===== src/rtl/bpskcd_pkg.sv =====
// Shared constants, types and sine table function for the BPSK correlator demodulator.
`default_nettype none

package bpskcd_pkg;

    localparam int SAMPLE_BITS_DEF    = 16;
    localparam int SINE_ADDR_BITS_DEF = 10;
    localparam int MAX_WINDOW         = 1024;

    localparam int PHASE_BITS    = 32;
    localparam int WIN_BITS      = 11;
    localparam int SINE_BITS     = 16;
    localparam int CORR_BITS     = 41;
    localparam int CFG_IDX_BITS  = 2;
    localparam int CFG_DATA_BITS = 32;

    typedef logic [CFG_IDX_BITS-1:0] t_cfg_idx;
    typedef logic [WIN_BITS-1:0]     t_win;

    localparam t_cfg_idx REG_PHASE_STEP = 2'd0;
    localparam t_cfg_idx REG_WIN_LEN    = 2'd1;

    localparam logic [PHASE_BITS-1:0] PHASE_STEP_RST = 32'h4000_0000;
    localparam t_win                  WIN_LEN_RST    = 11'd8;

    // Largest usable window: the register width caps it as well.
    localparam t_win WIN_CAP = WIN_BITS'((MAX_WINDOW > 2047) ? 2047 : MAX_WINDOW);

    localparam logic [63:0] PI_Q30  = 64'd3373259426;
    localparam logic [63:0] ONE_Q30 = 64'd1 << 30;

    typedef struct packed {
        logic valid;
        logic last;
    } t_ctl;

    // Quarter-wave sine magnitude, Q1.15, for index m of a table with
    // 2^(addr_bits-2) steps per quarter. Evaluated at elaboration only.
    function automatic logic [SINE_BITS-2:0] quarter_sine(input int m, input int addr_bits);
        logic [63:0] x;
        logic [63:0] x2;
        logic [63:0] t;
        logic [63:0] q;
        logic [63:0] p;
        logic [63:0] s;
        x  = (64'(m) * PI_Q30 + (64'd1 << (addr_bits - 2))) >> (addr_bits - 1);
        x2 = (x * x) >> 30;
        t  = ONE_Q30;
        for (int i = 0; i < 5; i++) begin
            q = (x2 * t) >> 30;
            case (i)
                0:       p = q / 110;
                1:       p = q / 72;
                2:       p = q / 42;
                3:       p = q / 20;
                default: p = q / 6;
            endcase
            t = (p >= ONE_Q30) ? 64'd0 : ONE_Q30 - p;
        end
        s = (x * t) >> 30;
        s = (s + 64'd16384) >> 15;
        if (s > 64'd32767) begin
            s = 64'd32767;
        end
        return s[SINE_BITS-2:0];
    endfunction

endpackage

`default_nettype wire


===== src/rtl/bpskcd_if.sv =====
// Valid/ready channel interfaces for samples in and decisions out.
`default_nettype none

interface bpskcd_smp_if #(
    parameter int SAMPLE_BITS = bpskcd_pkg::SAMPLE_BITS_DEF
);
    logic                          valid;
    logic                          ready;
    logic signed [SAMPLE_BITS-1:0] rx_sample;

    modport source (output valid, output rx_sample, input ready);
    modport sink   (input valid, input rx_sample, output ready);
endinterface

interface bpskcd_res_if;
    logic                                     valid;
    logic                                     ready;
    logic                                     hard_bit;
    logic signed [bpskcd_pkg::CORR_BITS-1:0]  correlation;

    modport source (output valid, output hard_bit, output correlation, input ready);
    modport sink   (input valid, input hard_bit, input correlation, output ready);
endinterface

`default_nettype wire


===== src/rtl/bpskcd_sine.sv =====
// Carrier sine lookup: quarter-wave table with quadrant folding.
`default_nettype none

module bpskcd_sine #(
    parameter int SINE_ADDR_BITS = bpskcd_pkg::SINE_ADDR_BITS_DEF
) (
    input  wire logic [bpskcd_pkg::PHASE_BITS-1:0]       i_phase,
    output logic signed [bpskcd_pkg::SINE_BITS-1:0]     o_sine
);

    localparam int QBITS = SINE_ADDR_BITS - 2;
    localparam int NQ    = 1 << QBITS;
    localparam logic [bpskcd_pkg::SINE_BITS-2:0] PEAK =
        bpskcd_pkg::quarter_sine(NQ, SINE_ADDR_BITS);

    logic [bpskcd_pkg::SINE_BITS-2:0] rom [NQ];

    for (genvar g = 0; g < NQ; g++) begin : g_rom
        localparam logic [bpskcd_pkg::SINE_BITS-2:0] V =
            bpskcd_pkg::quarter_sine(g, SINE_ADDR_BITS);
        assign rom[g] = V;
    end

    logic [1:0]                       quad;
    logic [QBITS-1:0]                 k;
    logic [QBITS-1:0]                 idx;
    logic [bpskcd_pkg::SINE_BITS-2:0] mag;

    assign quad = i_phase[bpskcd_pkg::PHASE_BITS-1 -: 2];
    assign k    = i_phase[bpskcd_pkg::PHASE_BITS-3 -: QBITS];
    // Odd quadrants run the table backward: N - k, folded into QBITS bits.
    assign idx  = quad[0] ? QBITS'(-k) : k;

    always_comb begin
        if (quad[0] && (k == '0)) begin
            mag = PEAK;
        end else begin
            mag = rom[idx];
        end
        if (quad[1]) begin
            o_sine = -$signed({1'b0, mag});
        end else begin
            o_sine = $signed({1'b0, mag});
        end
    end

endmodule

`default_nettype wire


===== src/rtl/bpskcd_seq.sv =====
// Configuration registers, carrier phase, window counter and input stage.
`default_nettype none

module bpskcd_seq #(
    parameter int SAMPLE_BITS    = bpskcd_pkg::SAMPLE_BITS_DEF,
    parameter int SINE_ADDR_BITS = bpskcd_pkg::SINE_ADDR_BITS_DEF
) (
    input  wire logic                                  i_clk,
    input  wire logic                                  i_rst_n,
    input  wire logic                                  i_cfg_we,
    input  wire bpskcd_pkg::t_cfg_idx                  i_cfg_idx,
    input  wire logic [bpskcd_pkg::CFG_DATA_BITS-1:0]  i_cfg_data,
    bpskcd_smp_if.sink                                 i_smp,
    input  wire logic                                  i_mac_ready,
    output bpskcd_pkg::t_ctl                           o_ctl,
    output logic signed [SAMPLE_BITS-1:0]              o_sample,
    output logic signed [bpskcd_pkg::SINE_BITS-1:0]    o_sine
);

    logic [bpskcd_pkg::PHASE_BITS-1:0]          r_phase_step;
    bpskcd_pkg::t_win                           r_win_len;
    logic [bpskcd_pkg::PHASE_BITS-1:0]          r_phase;
    bpskcd_pkg::t_win                           r_pos;
    logic                                       r_valid;
    logic                                       r_last;
    logic signed [SAMPLE_BITS-1:0]              r_sample;
    logic signed [bpskcd_pkg::SINE_BITS-1:0]    r_sine;

    logic signed [bpskcd_pkg::SINE_BITS-1:0]    sine;
    bpskcd_pkg::t_win                           len_eff;
    bpskcd_pkg::t_win                           pos_inc;
    logic                                       last;
    logic                                       ready;
    logic                                       accept;

    bpskcd_sine #(
        .SINE_ADDR_BITS (SINE_ADDR_BITS)
    ) u_sine (
        .i_phase (r_phase),
        .o_sine  (sine)
    );

    always_comb begin
        if (r_win_len == '0) begin
            len_eff = bpskcd_pkg::t_win'(1);
        end else if (r_win_len > bpskcd_pkg::WIN_CAP) begin
            len_eff = bpskcd_pkg::WIN_CAP;
        end else begin
            len_eff = r_win_len;
        end
    end

    assign pos_inc = r_pos + bpskcd_pkg::t_win'(1);
    assign last    = (pos_inc >= len_eff);
    assign ready   = !r_valid || i_mac_ready;
    assign accept  = i_smp.valid && ready;

    assign i_smp.ready = ready;

    always_ff @(posedge i_clk) begin
        if (!i_rst_n) begin
            r_phase_step <= bpskcd_pkg::PHASE_STEP_RST;
            r_win_len    <= bpskcd_pkg::WIN_LEN_RST;
        end else if (i_cfg_we) begin
            case (i_cfg_idx)
                bpskcd_pkg::REG_PHASE_STEP: r_phase_step <= i_cfg_data;
                bpskcd_pkg::REG_WIN_LEN:    r_win_len    <= i_cfg_data[bpskcd_pkg::WIN_BITS-1:0];
                default: ;
            endcase
        end
    end

    always_ff @(posedge i_clk) begin
        if (!i_rst_n) begin
            r_phase <= '0;
            r_pos   <= '0;
            r_valid <= 1'b0;
            r_last  <= 1'b0;
        end else if (accept) begin
            r_phase <= r_phase + r_phase_step;
            r_pos   <= last ? '0 : pos_inc;
            r_valid <= 1'b1;
            r_last  <= last;
        end else if (i_mac_ready) begin
            r_valid <= 1'b0;
        end
    end

    // Payload needs no reset; sine is taken at the phase of this item.
    always_ff @(posedge i_clk) begin
        if (accept) begin
            r_sample <= i_smp.rx_sample;
            r_sine   <= sine;
        end
    end

    assign o_ctl.valid = r_valid;
    assign o_ctl.last  = r_last;
    assign o_sample    = r_sample;
    assign o_sine      = r_sine;

endmodule

`default_nettype wire


===== src/rtl/bpskcd_mac.sv =====
// Multiply stage, saturating integrator and decision output register.
`default_nettype none

module bpskcd_mac #(
    parameter int SAMPLE_BITS = bpskcd_pkg::SAMPLE_BITS_DEF
) (
    input  wire logic                                  i_clk,
    input  wire logic                                  i_rst_n,
    input  wire bpskcd_pkg::t_ctl                      i_ctl,
    input  wire logic signed [SAMPLE_BITS-1:0]         i_sample,
    input  wire logic signed [bpskcd_pkg::SINE_BITS-1:0] i_sine,
    output logic                                       o_ready,
    bpskcd_res_if.source                               o_res
);

    localparam int PROD_BITS = SAMPLE_BITS + bpskcd_pkg::SINE_BITS;
    localparam int CB        = bpskcd_pkg::CORR_BITS;

    logic                         r_b_valid;
    logic                         r_b_last;
    logic signed [PROD_BITS-1:0]  r_prod;
    logic signed [CB-1:0]         r_acc;
    logic                         r_out_valid;
    logic                         r_hard;
    logic signed [CB-1:0]         r_corr;

    logic                         b_ready;
    logic                         out_free;
    logic                         c_take;
    logic signed [CB:0]           sum;
    logic signed [CB-1:0]         sat;

    assign out_free = !r_out_valid || o_res.ready;
    // Only a window-closing item needs the output register.
    assign c_take   = r_b_valid && (!r_b_last || out_free);
    assign b_ready  = !r_b_valid || c_take;
    assign o_ready  = b_ready;

    assign sum = (CB + 1)'(r_acc) + (CB + 1)'(r_prod);

    always_comb begin
        if (sum[CB] != sum[CB-1]) begin
            sat = sum[CB] ? {1'b1, {(CB-1){1'b0}}} : {1'b0, {(CB-1){1'b1}}};
        end else begin
            sat = sum[CB-1:0];
        end
    end

    always_ff @(posedge i_clk) begin
        if (!i_rst_n) begin
            r_b_valid <= 1'b0;
            r_b_last  <= 1'b0;
        end else if (b_ready) begin
            r_b_valid <= i_ctl.valid;
            r_b_last  <= i_ctl.last;
        end
    end

    always_ff @(posedge i_clk) begin
        if (b_ready && i_ctl.valid) begin
            r_prod <= i_sample * i_sine;
        end
    end

    always_ff @(posedge i_clk) begin
        if (!i_rst_n) begin
            r_acc       <= '0;
            r_out_valid <= 1'b0;
        end else begin
            if (c_take) begin
                r_acc <= r_b_last ? '0 : sat;
            end
            if (c_take && r_b_last) begin
                r_out_valid <= 1'b1;
            end else if (o_res.ready) begin
                r_out_valid <= 1'b0;
            end
        end
    end

    always_ff @(posedge i_clk) begin
        if (c_take && r_b_last) begin
            r_corr <= sat;
            r_hard <= sat[CB-1];
        end
    end

    assign o_res.valid       = r_out_valid;
    assign o_res.hard_bit    = r_hard;
    assign o_res.correlation = r_corr;

endmodule

`default_nettype wire


===== src/rtl/bpsk_correlator_demodulator.sv =====
// Top level of the BPSK coherent integrate-and-dump demodulator.
//
//  channel  | direction | payload                         | handshake
//  ---------+-----------+---------------------------------+--------------------------
//  i_smp    | in        | rx_sample (SAMPLE_BITS, signed) | valid/ready
//  o_res    | out       | hard_bit, correlation (41, s)   | valid/ready
//  i_cfg_*  | in        | index 0 phase_step, 1 win_len   | write on i_cfg_we
//
// One sample per clock is taken unless the input stalls; the sample that closes a
// window yields its decision through the input register, the multiplier register
// and the integrator/output register. The input stalls only while a finished
// decision sits unread and the pipeline behind it has filled.
// Synchronous reset clears phase, window count, integrator and all valids.
`default_nettype none

module bpsk_correlator_demodulator #(
    parameter int SAMPLE_BITS    = bpskcd_pkg::SAMPLE_BITS_DEF,
    parameter int SINE_ADDR_BITS = bpskcd_pkg::SINE_ADDR_BITS_DEF
) (
    input  wire logic                                  i_clk,
    input  wire logic                                  i_rst_n,
    input  wire logic                                  i_cfg_we,
    input  wire bpskcd_pkg::t_cfg_idx                  i_cfg_idx,
    input  wire logic [bpskcd_pkg::CFG_DATA_BITS-1:0]  i_cfg_data,
    bpskcd_smp_if.sink                                 i_smp,
    bpskcd_res_if.source                               o_res
);

    bpskcd_pkg::t_ctl                         ctl;
    logic signed [SAMPLE_BITS-1:0]            sample;
    logic signed [bpskcd_pkg::SINE_BITS-1:0]  sine;
    logic                                     mac_ready;

    bpskcd_seq #(
        .SAMPLE_BITS    (SAMPLE_BITS),
        .SINE_ADDR_BITS (SINE_ADDR_BITS)
    ) u_seq (
        .i_clk       (i_clk),
        .i_rst_n     (i_rst_n),
        .i_cfg_we    (i_cfg_we),
        .i_cfg_idx   (i_cfg_idx),
        .i_cfg_data  (i_cfg_data),
        .i_smp       (i_smp),
        .i_mac_ready (mac_ready),
        .o_ctl       (ctl),
        .o_sample    (sample),
        .o_sine      (sine)
    );

    bpskcd_mac #(
        .SAMPLE_BITS (SAMPLE_BITS)
    ) u_mac (
        .i_clk    (i_clk),
        .i_rst_n  (i_rst_n),
        .i_ctl    (ctl),
        .i_sample (sample),
        .i_sine   (sine),
        .o_ready  (mac_ready),
        .o_res    (o_res)
    );

endmodule

`default_nettype wire


===== src/flat_wrapper.sv =====
// flat-port wrapper written by rule: the top's interface ports become plain ports
module bpsk_correlator_demodulator_flat 
#(
    parameter int SAMPLE_BITS    = bpskcd_pkg::SAMPLE_BITS_DEF,
    parameter int SINE_ADDR_BITS = bpskcd_pkg::SINE_ADDR_BITS_DEF
)
  (i_clk, i_rst_n, i_cfg_we, i_cfg_idx, i_cfg_data, i_smp_valid, i_smp_rx_sample, i_smp_ready, o_res_valid, o_res_hard_bit, o_res_correlation, o_res_ready);
  bpskcd_smp_if #(.SAMPLE_BITS(SAMPLE_BITS)) i_smp_i ();
  bpskcd_res_if o_res_i ();
  input  wire logic i_clk;
  input  wire logic i_rst_n;
  input  wire logic i_cfg_we;
  input  wire bpskcd_pkg::t_cfg_idx i_cfg_idx;
  input  wire logic [bpskcd_pkg::CFG_DATA_BITS-1:0] i_cfg_data;
  input wire logic [$bits(i_smp_i.valid)-1:0] i_smp_valid;
  input wire logic [$bits(i_smp_i.rx_sample)-1:0] i_smp_rx_sample;
  output wire logic [$bits(i_smp_i.ready)-1:0] i_smp_ready;
  output wire logic [$bits(o_res_i.valid)-1:0] o_res_valid;
  output wire logic [$bits(o_res_i.hard_bit)-1:0] o_res_hard_bit;
  output wire logic [$bits(o_res_i.correlation)-1:0] o_res_correlation;
  input wire logic [$bits(o_res_i.ready)-1:0] o_res_ready;
  assign i_smp_i.valid = i_smp_valid;
  assign i_smp_i.rx_sample = i_smp_rx_sample;
  assign i_smp_ready = i_smp_i.ready;
  assign o_res_valid = o_res_i.valid;
  assign o_res_hard_bit = o_res_i.hard_bit;
  assign o_res_correlation = o_res_i.correlation;
  assign o_res_i.ready = o_res_ready;
  bpsk_correlator_demodulator #(.SAMPLE_BITS(SAMPLE_BITS), .SINE_ADDR_BITS(SINE_ADDR_BITS)) u_core (.i_clk(i_clk), .i_rst_n(i_rst_n), .i_cfg_we(i_cfg_we), .i_cfg_idx(i_cfg_idx), .i_cfg_data(i_cfg_data), .i_smp(i_smp_i), .o_res(o_res_i));
endmodule

===== config.mk =====
export PLATFORM = sky130hd
export DESIGN_NAME = bpsk_correlator_demodulator_flat
export DESIGN_NICKNAME = d
export VERILOG_FILES = /design/src/rtl/bpskcd_pkg.sv /design/src/rtl/bpskcd_if.sv /design/src/rtl/bpskcd_sine.sv /design/src/rtl/bpskcd_seq.sv /design/src/rtl/bpskcd_mac.sv /design/src/rtl/bpsk_correlator_demodulator.sv /design/src/flat_wrapper.sv
export SDC_FILE = /design/constraint.sdc
export NUM_CORES = 1
export LEC_CHECK = 0
export BUFFER_PORTS_ARGS = -buffer_cell sky130_fd_sc_hd__buf_2
export CAP_MARGIN = 5
export CORE_ASPECT_RATIO = 1.25
export CORE_MARGIN = 2
export CORE_UTILIZATION = 45
export CTS_CLUSTER_DIAMETER = 120
export DETAILED_ROUTE_END_ITERATION = 8
export PLACE_DENSITY_LB_ADDON = 0.12
export SLEW_MARGIN = 15
export SYNTH_ARGS = -nofsm -noshare
export SYNTH_HDL_FRONTEND = slang
export SYNTH_SLANG_ARGS = --single-unit

===== constraint.sdc =====
create_clock -name i_clk -period 16.3 [get_ports i_clk]
set_clock_uncertainty 0.2 [all_clocks]
set_input_delay 1.63 -clock i_clk [delete_from_list [all_inputs] [get_ports i_clk]]
set_output_delay 1.63 -clock i_clk [all_outputs]
set_load 0.02 [all_outputs]

Word-level counts from Yosys, hierarchy flattened:

Memories as Yosys holds them, arrays and structs flattened.
Cells that the tools add are included.

* input port bits: 55
* memory bits (read-only): 3840
* memories: 1
* register bits after elaboration: 238
* logic and storage cells: 64
* output and inout bits: 44

* multiply operators: 1
* reductions and logical operators: 20
* bitwise operators: 1
* magnitude comparators: 3
* equality and inequality tests: 2
* $add $sub $neg: 5
* multiplexer cells: 15

Memories
* (no name shown): depth 256, bits a word 15, rd ports 1, clocked after Yosys merged registers in 0, write ports 0, line bpskcd_sine.sv:38 `mag = rom[idx];`

Operators with widths (count)
* $mux W41: 3
* $mux W15: 4
* $add A41 B32 Y42: 1
* $mux W11: 3
* $add A32 B32 Y32: 1
* $mul A16 B16 Y32: 1
* $neg A15 Y16: 1
* $add A11 B1 Y11 const B: 1
* $ge A11 B11 Y1: 1
* $gt A11 B11 Y1 const B: 1
* $logic_not A11 Y1: 1
* $ge A9 B9 Y1 const B: 1
* $not A8 Y9: 1
* $logic_not A8 Y1: 1
* $mux W8: 1
* $neg A8 Y8: 1
* $logic_and A1 B1 Y1: 5
* $logic_not A1 Y1: 4
* $logic_or A1 B1 Y1: 4
* $mux W1: 4
* $reduce_and A2 Y1: 2
* $reduce_bool A2 Y1: 2
* $eq A2 B1 Y1 const B: 1
* $logic_not A2 Y1: 1
* $ne A1 B1 Y1: 1

Depth between registers and ports, before layout:

Gate-level depths: netlist (run 1).

* depth after elaboration: 9
* gate-level depth with buffers: 25
* gate-level depth less buffers: 24

Modules after synthesis:

A second synthesis (run 1) with hierarchy kept.

* cells, all modules: 3470
* area, all modules: 29109.2 um^2

By module, submodules not included
* bpskcd_mac: area an instance 16433.3 um^2, seq. area each 3072.9 um^2, times used 1, cells each 1766
* bpskcd_sine: area an instance 6414.9 um^2, seq. area each 0.0 um^2, times used 1, cells each 1013
* bpskcd_seq: area an instance 6261.0 um^2, seq. area each 2722.6 um^2, times used 1, cells each 691

Worst setup path before layout (run 1):

OpenSTA, ideal clock, no wires.

* kind: register to register
* start: reg u_core.u_seq.r_sine, in the netlist u_core.u_seq.o_sine[1]
* end: reg u_core.u_mac.r_prod[31], data pin
* period minus slack after synthesis: 6413 ps
* setup slack: 9887 ps
* library setup time: 260 ps
* cell stages (with the launch flop): 21
* buffers on the path: 1
* data arrival time: 5954 ps
* data required time: 15840 ps
* cells stage by stage: edfxtp_1 clkbuf_1 nand2_1 inv_1 fa_1 fa_1 inv_1 fa_1 fa_1 fa_1 fa_1 inv_1 ha_1 or3_1 o21ai_0 a21oi_1 and4_1 nor4_1 o21bai_1 a21oi_1 xnor2_1

* longest elaborated chain between the ends: 1

Ends and longest elaborated chain
* start, declared: line bpskcd_seq.sv:27 `logic signed [bpskcd_pkg::SINE_BITS-1:0] r_sine;`
* start signal, assigned: line bpskcd_seq.sv:93 `r_sine <= sine;`
* $mul A16 B16 Y32: line bpskcd_mac.sv:61 `r_prod <= i_sample * i_sine;`
* end signal, assigned: line bpskcd_mac.sv:61
* end, declared: line bpskcd_mac.sv:21 `logic signed [PROD_BITS-1:0] r_prod;`

Every way passes these cells.
A chain may end at the register's enable or synchronous reset.

Worst setup path after layout (run 1):

* start: reg u_core.u_seq.r_sample[10] (netlist: u_core.u_seq.o_sample[10])
* end: reg u_core.u_mac.r_prod[31], data pin

* longest elaborated chain between the ends: 1

Ends and longest elaborated chain
* start, declared: line bpskcd_seq.sv:26 `logic signed [SAMPLE_BITS-1:0] r_sample;`
* start signal, assigned: line bpskcd_seq.sv:92 `r_sample <= i_smp.rx_sample;`
* $mul A16 B16 Y32: line bpskcd_mac.sv:61

Every way passes these cells.

==> results of run 1 <==
-- kinds of logic after synthesis --
group,count (synthesis),synth area share [%]
AOI/OAI and AO/OA,831,20.4
xor gates and xnor gates,132,4.38
adders and majority gates,462,27.8
buffers and inverters,521,7.56
DFF,237,20.9
muxes,33,1.32
and+or+nand+nor,1016,17.6
-- registers in the layout, indices dropped and copies added, names as in the netlist --
| name | flops |
|---|---|
| u_core.u_seq.r_phase_step | 32 |
| u_core.u_seq.r_last | 1 |
| u_core.u_mac.o_res.correlation | 40 |
| u_core.u_mac.r_b_valid | 1 |
| u_core.u_mac.r_acc | 41 |
| u_core.u_seq.r_phase | 32 |
| u_core.u_seq.o_sine | 16 |
| u_core.u_mac.r_b_last | 1 |
| u_core.u_mac.o_res.hard_bit | 1 |
| u_core.u_seq.r_pos | 11 |
| u_core.u_mac.r_prod | 32 |
| u_core.u_seq.o_sample | 16 |
| u_core.u_seq.r_valid | 1 |
| u_core.u_seq.r_win_len | 11 |
| u_core.u_mac.o_res.valid | 1 |
-- layout by cell type (no fill, tap or decap), types with 47 or more instances in the layout --
cell,n
o211ai_1,47
nand3_1,49
inv_1,326
edfxtp_1,105
nand2_1,393
dfxtp_1,129
and2_1,148
nor2_1,184
ha_1,183
a21o_1,80
xnor2_1,80
fa_1,264
o21ai_0,176
nor3_1,56
a21oi_1,163
buf_2,98
-- synthesized netlist by cell type, types with 28 or more instances --
| cell type | instances |
|---|---|
| a21boi_0 | 42 |
| a21o_1 | 80 |
| a21oi_1 | 163 |
| a31oi_1 | 31 |
| and2_1 | 148 |
| and3_1 | 28 |
| buf_2 | 41 |
| clkbuf_1 | 115 |
| dfxtp_1 | 132 |
| edfxtp_1 | 105 |
| fa_1 | 264 |
| ha_1 | 183 |
| inv_1 | 326 |
| nand2_1 | 394 |
| nand3_1 | 49 |
| nor2_1 | 185 |
| nor2b_1 | 33 |
| nor3_1 | 56 |
| o211ai_1 | 47 |
| o21ai_0 | 177 |
| xnor2_1 | 81 |
| xor2_1 | 46 |
-- stage by stage --
step                hold WS, ps  setup WS, ps
floorplan                   229          9890
global placement            240          9170
detailed placement          248          9120
CTS                         264          9110
global route                282          8670
finish                      261          9100
-- final cells by class --
class,instances,area (um2)
inverters,333,1250
repair buffers,145,856
flip-flops and latches,237,5800
fillers,5942,31000
multi-input cells,2474,19900
well taps,824,1030
clock inverters,19,235
diodes,1,2.50
clock buffers,35,803
-- path summary, 6_finish.rpt --
check	from	end	slack, ps	cells past startpoint
hold / removal	u_core.u_mac.r_acc[2]	u_core.u_mac.r_acc[2]	260	1
setup reg to reg	u_core.u_seq.o_sample[10]	u_core.u_mac.r_prod[31]	9100	19
hold reg to reg	u_core.u_mac.r_acc[2]	u_core.u_mac.r_acc[2]	260	1
setup / recovery	u_core.u_seq.o_sample[10]	u_core.u_mac.r_prod[31]	9100	19
-- critical path, stage by stage, from the launching register on --
cell and delay (ps):
edfxtp_1 760, nand2_1 170, fa_1 550, fa_1 580, fa_1 450, fa_1 550, inv_1 50, fa_1 500
fa_1 420, ha_1 380, and3_1 180, a221oi_1 470, o211ai_1 310, a21oi_1 280, a21oi_1 140, and4_1 250
nor4_1 310, o21bai_1 120, a21oi_1 180, xnor2_1 70
-- routing by layer --
metal  share of wire, %  vias up
li1                   -    11125
met1                 38    11980
met2                 50      900
met3                5.4      265
met4                6.3        0
met5                  0        -
==> summary.md, run 1 <==
| Metric | Value |
|---|---|
| Post-Syn Nets | 3734 |
| Global routing usage on met3 | 3.11% |
| Synthesized instance count | 3232 |
| Gpl congestion | 0.963 |
| Fin cells | 4068 |
| Post-synth EDFFs | 105 |
| Initial core utilization | 45.6% |
| Outcome | finished, final reports clean |
| Placed cell area | 0.0289 mm2 |
| Pins Over Slew Limit | 0 |
| Core ar. | 0.0609 mm2 |
| Port Buf Inserts | 98 |
| Max Cap Viol | 0 |
| Drt wl/cell | 23.2 um |
| RSZ-0062 raised after global routing | false |
| DR iter-0 viols | 1669 |
| Worst setup EP type | register |
| Largest net degree at the start of global routing | 69 |
| Endpoints failing hold | 0 |
| Synthesis-to-layout area growth | 7.70% |
| Synthesized area per cell | 8.60 um2 |
| Top cells by area, synth | fa_1, edfxtp_1, dfxtp_1 |
| Worst-Skew Late Latency | 580 ps |
| Die height | 282 um |
| Area fraction of the dominant cell type after synthesis | 19.0% |
| Tcrit/Tclk final | 44.2% |
| Routed vias | 24270 |
| Fin util | 49.1% |
| CP arrival | 7320 ps |
| Grt total ovfl | 0 |
| Met1 usage | 34.6% |
| Final ANT Viol Nets | 0 |
| Mapped Area | 0.0278 mm2 |
| Final setup viols | 0 |
| M2 GR Usage | 53.0% |
| Ys flop type | dfxtp_1 |
| Die Area | 0.0637 mm2 |
| WS Path Type | reg2reg |
| Register area share after synthesis | 20.9% |
| Unique masters post-synth | 111 |
| Ys async rst share | 0% |
| CP Data Required Time | 16420 ps |
| CTS root buffer | clkbuf_16 |
| Post-CTS setup buffer count | 0 |
| Via density | 5.97 |
| Rows | 101 |
| WL final | 94.2 mm |
| Total Routing Usage GR | 29.6% |
| Clock tree buffer depth | 3 |
| GR peak layer | met2 |
| Worst min path class | reg2reg |
| Vias in the first global route | 24645 |
| CTS Sinks | 237 |
| Worst Path Max Fanout | 16 |
| Hold Buf Count CTS | 0 |
| Max_slew headroom | 24.4% |
| Die Width | 226 um |
| IO Pins | 99 |
| Fraction of layout cells with a size suffix above 1 | 8.51% |
| Leading area contributor after synthesis | fa_1 |
| Setup_tns | 0 ps |
| Clock transition at path regs | 60 ps |
| Remaining DRCs | 0 |
| Flops & latches, synth | 237 |
| Setup crit start kind | register |
| Fmax | 139 MHz |
| Global-route wire length before repair | 145 mm |
| DPL Wire Length | 71.9 mm |
| Tmin final | 7200 ps |
| Resized Gates After CTS | 0 |
| Tightest Pin Transition | 1120 ps |
| Synth Warn # | 0 |
| Num CTS Buffers | 29 |
| Final Cell Area | 0.0299 mm2 |
| Nets | 3722 |
| Pre-antenna DRT Iters | 6 |
| H-tree depth | 1 |
| CTS tree | built |
| Initial antenna violation count | 2 |
| Placed Cells | 4012 |
Power of run 1 is not shown: default switching activity piles up to over one toggle a cycle in this logic, so the estimate is an artifact.
==> inputs of run 2 (changes only) <==
==> constraint.sdc (replaced) <==
create_clock -name i_clk -period 5.9 [get_ports i_clk]
set_clock_uncertainty 0.2 [all_clocks]
set_input_delay 0.59 -clock i_clk [delete_from_list [all_inputs] [get_ports i_clk]]
set_output_delay 0.59 -clock i_clk [all_outputs]
set_load 0.02 [all_outputs]
==> run 2 against run 1 <==
- the flow now finishes with violations (negative setup slack)
- critical path depth is 4 higher
- count of clock-buffer cells in the layout is 4 lower
- critical endpoint is now u_core.u_mac.r_prod[30]
- sequential cell count stayed put
- worst hold slack worse by 230 ps
- wire length is 4.2% higher
- non-clock buffer count is 261 higher
- die area stayed put
- first-iteration DRC count is 3.1% higher
- cell count is 6.3% higher
- sequential share of layout area is 1.5 points lower
- design area is 8.1% higher
==> summary.md, run 2 (synthesized netlist as in run 1, its figures left out) <==
| Metric | Value |
|---|---|
| Outcome | finished with violations |
| Failing checks | negative setup slack |
| Remaining DRCs | 0 (unchanged) |
| Placed cell area | 0.0306 mm2 (+5.9%) |
| Drt wl/cell | 22.7 um (-2.0%) |
| Routed vias | 25082 (+3.3%) |
| WS Path Type | reg2reg |
| Top reg by flops | u_core.u_mac.r_acc |
| Endpoints failing hold | 0 (unchanged) |
| Hold path depth | 3 (+2) |
| Fin cells | 4326 (+6.3%) |
| CP Data Required Time | 6020 ps (-10400 ps) |
| Tcrit/Tclk final | 108% (+64 points) |
| Top Layer Used | met4 |
| Largest register FFs | 41 (unchanged) |
| Synthesis-to-layout area growth | 16.4% |
| Pins Over Slew Limit | 0 (unchanged) |
| Fillers | 5827 (-1.9%) |
| Max Cap Viol | 0 (unchanged) |
| WL final | 98.2 mm (+4.2%) |
| Pre-antenna DRT Iters | 6 (unchanged) |
| Clock transition at path regs | 70 ps (about the same) |
| Die height | 282 um (unchanged) |
| Tmin final | 6400 ps (-807 ps) |
| Final setup viols | 8 (+8) |
| Worst min path class | in2reg |
| Setup WS post-layout | -496 ps (-9590 ps) |
| Grt total ovfl | 0 (unchanged) |
| CTS root buffer | clkbuf_16 |
| Setup crit start kind | register |
| Critical Path Start | u_core.u_seq.o_sample[5] |
| Initial core utilization | 45.6% (unchanged) |
| Vias in the first global route | 25777 (+4.6%) |
| Die Area | 0.0637 mm2 (unchanged) |
| CP arrival | 6510 ps (-810 ps) |
| Global-route wire length before repair | 150 mm (+3.6%) |
| Hold WS | 31.0 ps (-230 ps) |
| Final Cell Area | 0.0323 mm2 (+8.1%) |
| DPL Wire Length | 76.9 mm (+7.0%) |
| Rows | 101 (unchanged) |
| Nets | 3982 (+7.0%) |
| Setup_tns | -2580 ps (-2580 ps) |
| Fmax | 156 MHz (+13%) |
| Initial antenna violation count | 0 (-2) |
| Reg2reg start | u_core.u_seq.o_sample[5] |
| Via density | 5.80 (-2.8%) |
| Fraction of layout cells with a size suffix above 1 | 16.5% (+8.0 points) |
| IO Pins | 99 (unchanged) |
| Num CTS Buffers | 28 (-3.4%) |
| Metal-1 WL | 37.8 mm (+5.8%) |
| Placed Cells | 4211 (+5.0%) |
| Worst Path Max Fanout | 5 (-11) |
| Clock tree buffer depth | 3 (unchanged) |
| Max_slew headroom | 15.3% (-9.0 points) |
| DR iter-0 viols | 1720 (+3.1%) |
| Met3 WL | 4.99 mm (-2.6%) |
| Hold path startpoint | i_smp_valid |
| Gpl congestion | 1.05 (+9.1%) |
| Tightest Pin Transition | 1270 ps (+147 ps) |
| Worst setup EP type | register |
| Die Width | 226 um (unchanged) |
| Total Routing Usage GR | 30.7% (+1.1 points) |
| Core ar. | 0.0609 mm2 (unchanged) |
| H-tree depth | 1 (unchanged) |
| R2R cell count | 23 (+4) |
| Largest net degree at the start of global routing | 103 (+49%) |
| Worst-Skew Late Latency | 630 ps (+50 ps) |
| Wire length on met2 | 48.4 mm (+2.2%) |
| Most common cell after layout, fill and taps aside | nand2_1 |
| Final ANT Viol Nets | 0 (unchanged) |
| Commonest non-fill, non-tap cells in the layout | nand2_1, inv_1, buf_4, fa_1, nor2_1 |
| Port Buf Inserts | 98 (unchanged) |
| RSZ-0062 raised after global routing | true |
| CTS tree | built |
| CTS Sinks | 237 (unchanged) |
| N_diodes | 0 (-1) |
## run 2: cell count changes in the layout (fill, tap and decap cells not counted), sizes merged
cell         change
buf            +234
dlygate4sd3     +27
clkinv           +5
clkbuf           -4
bufinv           -2
diode            -1
inv              -1
## run 2: critical path, cell delays in order (launching register included)
cell,delay [ps]
edfxtp_1,410
buf_6,170
and2_4,160
fa_1,540
inv_2,40
fa_1,540
inv_2,40
fa_1,520
fa_2,440
fa_1,490
inv_1,50
fa_1,490
inv_2,50
ha_4,220
a21o_1,180
a221o_1,390
o2111ai_2,260
nand3_2,160
a31oi_4,250
a21oi_2,80
a21oi_2,150
o21bai_1,90
a21oi_1,150
xnor2_1,70
## run 2: per-stage QoR
stage,utilization (%),setup slack [ps]
4_1_cts,52.7,-543
3_5_place_dp,50.2,-664
5_1_grt,53.1,-685
3_3_place_gp,50.2,-640
2_1_floorplan,-,-163
6_report,53.1,-496
## run 2: path summary, 6_finish.rpt
kind	endpoint	slack [ps]
worst max-delay path	u_core.u_mac.r_prod[30]	-500
worst min-delay path	u_core.u_seq.r_valid	30
worst max register to register	u_core.u_mac.r_prod[30]	-500
worst min register to register	u_core.u_mac.r_acc[0]	260
## run 2: metal layers
metal | vias up | GRT usage [%]
li1 | 11661 | -
met2 | 860 | 54.0
met1 | 12269 | 35.4
met5 | - | 0
met4 | 0 | 19.0
met3 | 292 | 3.95
## run 2: cell type report
class                   count  area [um2]  share of cell area [%]
clock buffers              31         732                    2.26
clock inverters            21         191                   0.592
inverters                 333        1250                    3.86
multi-input cells        2474       20300                    62.7
flip-flops and latches    237        5800                    17.9
well taps                 824        1030                    3.19
repair buffers            406        3050                    9.43
## run 2: timing repair
action | CTS | global route
gates resized for setup | 52 | 38
hold buffers | 27 | 0
hold endpoints to repair | 28 | 0
gates cloned | 0 | 1
setup endpoints to repair | 14 | 19
setup buffers | 26 | 10
pin swaps | 37 | 41
Power of run 2 is left out for the same reason.
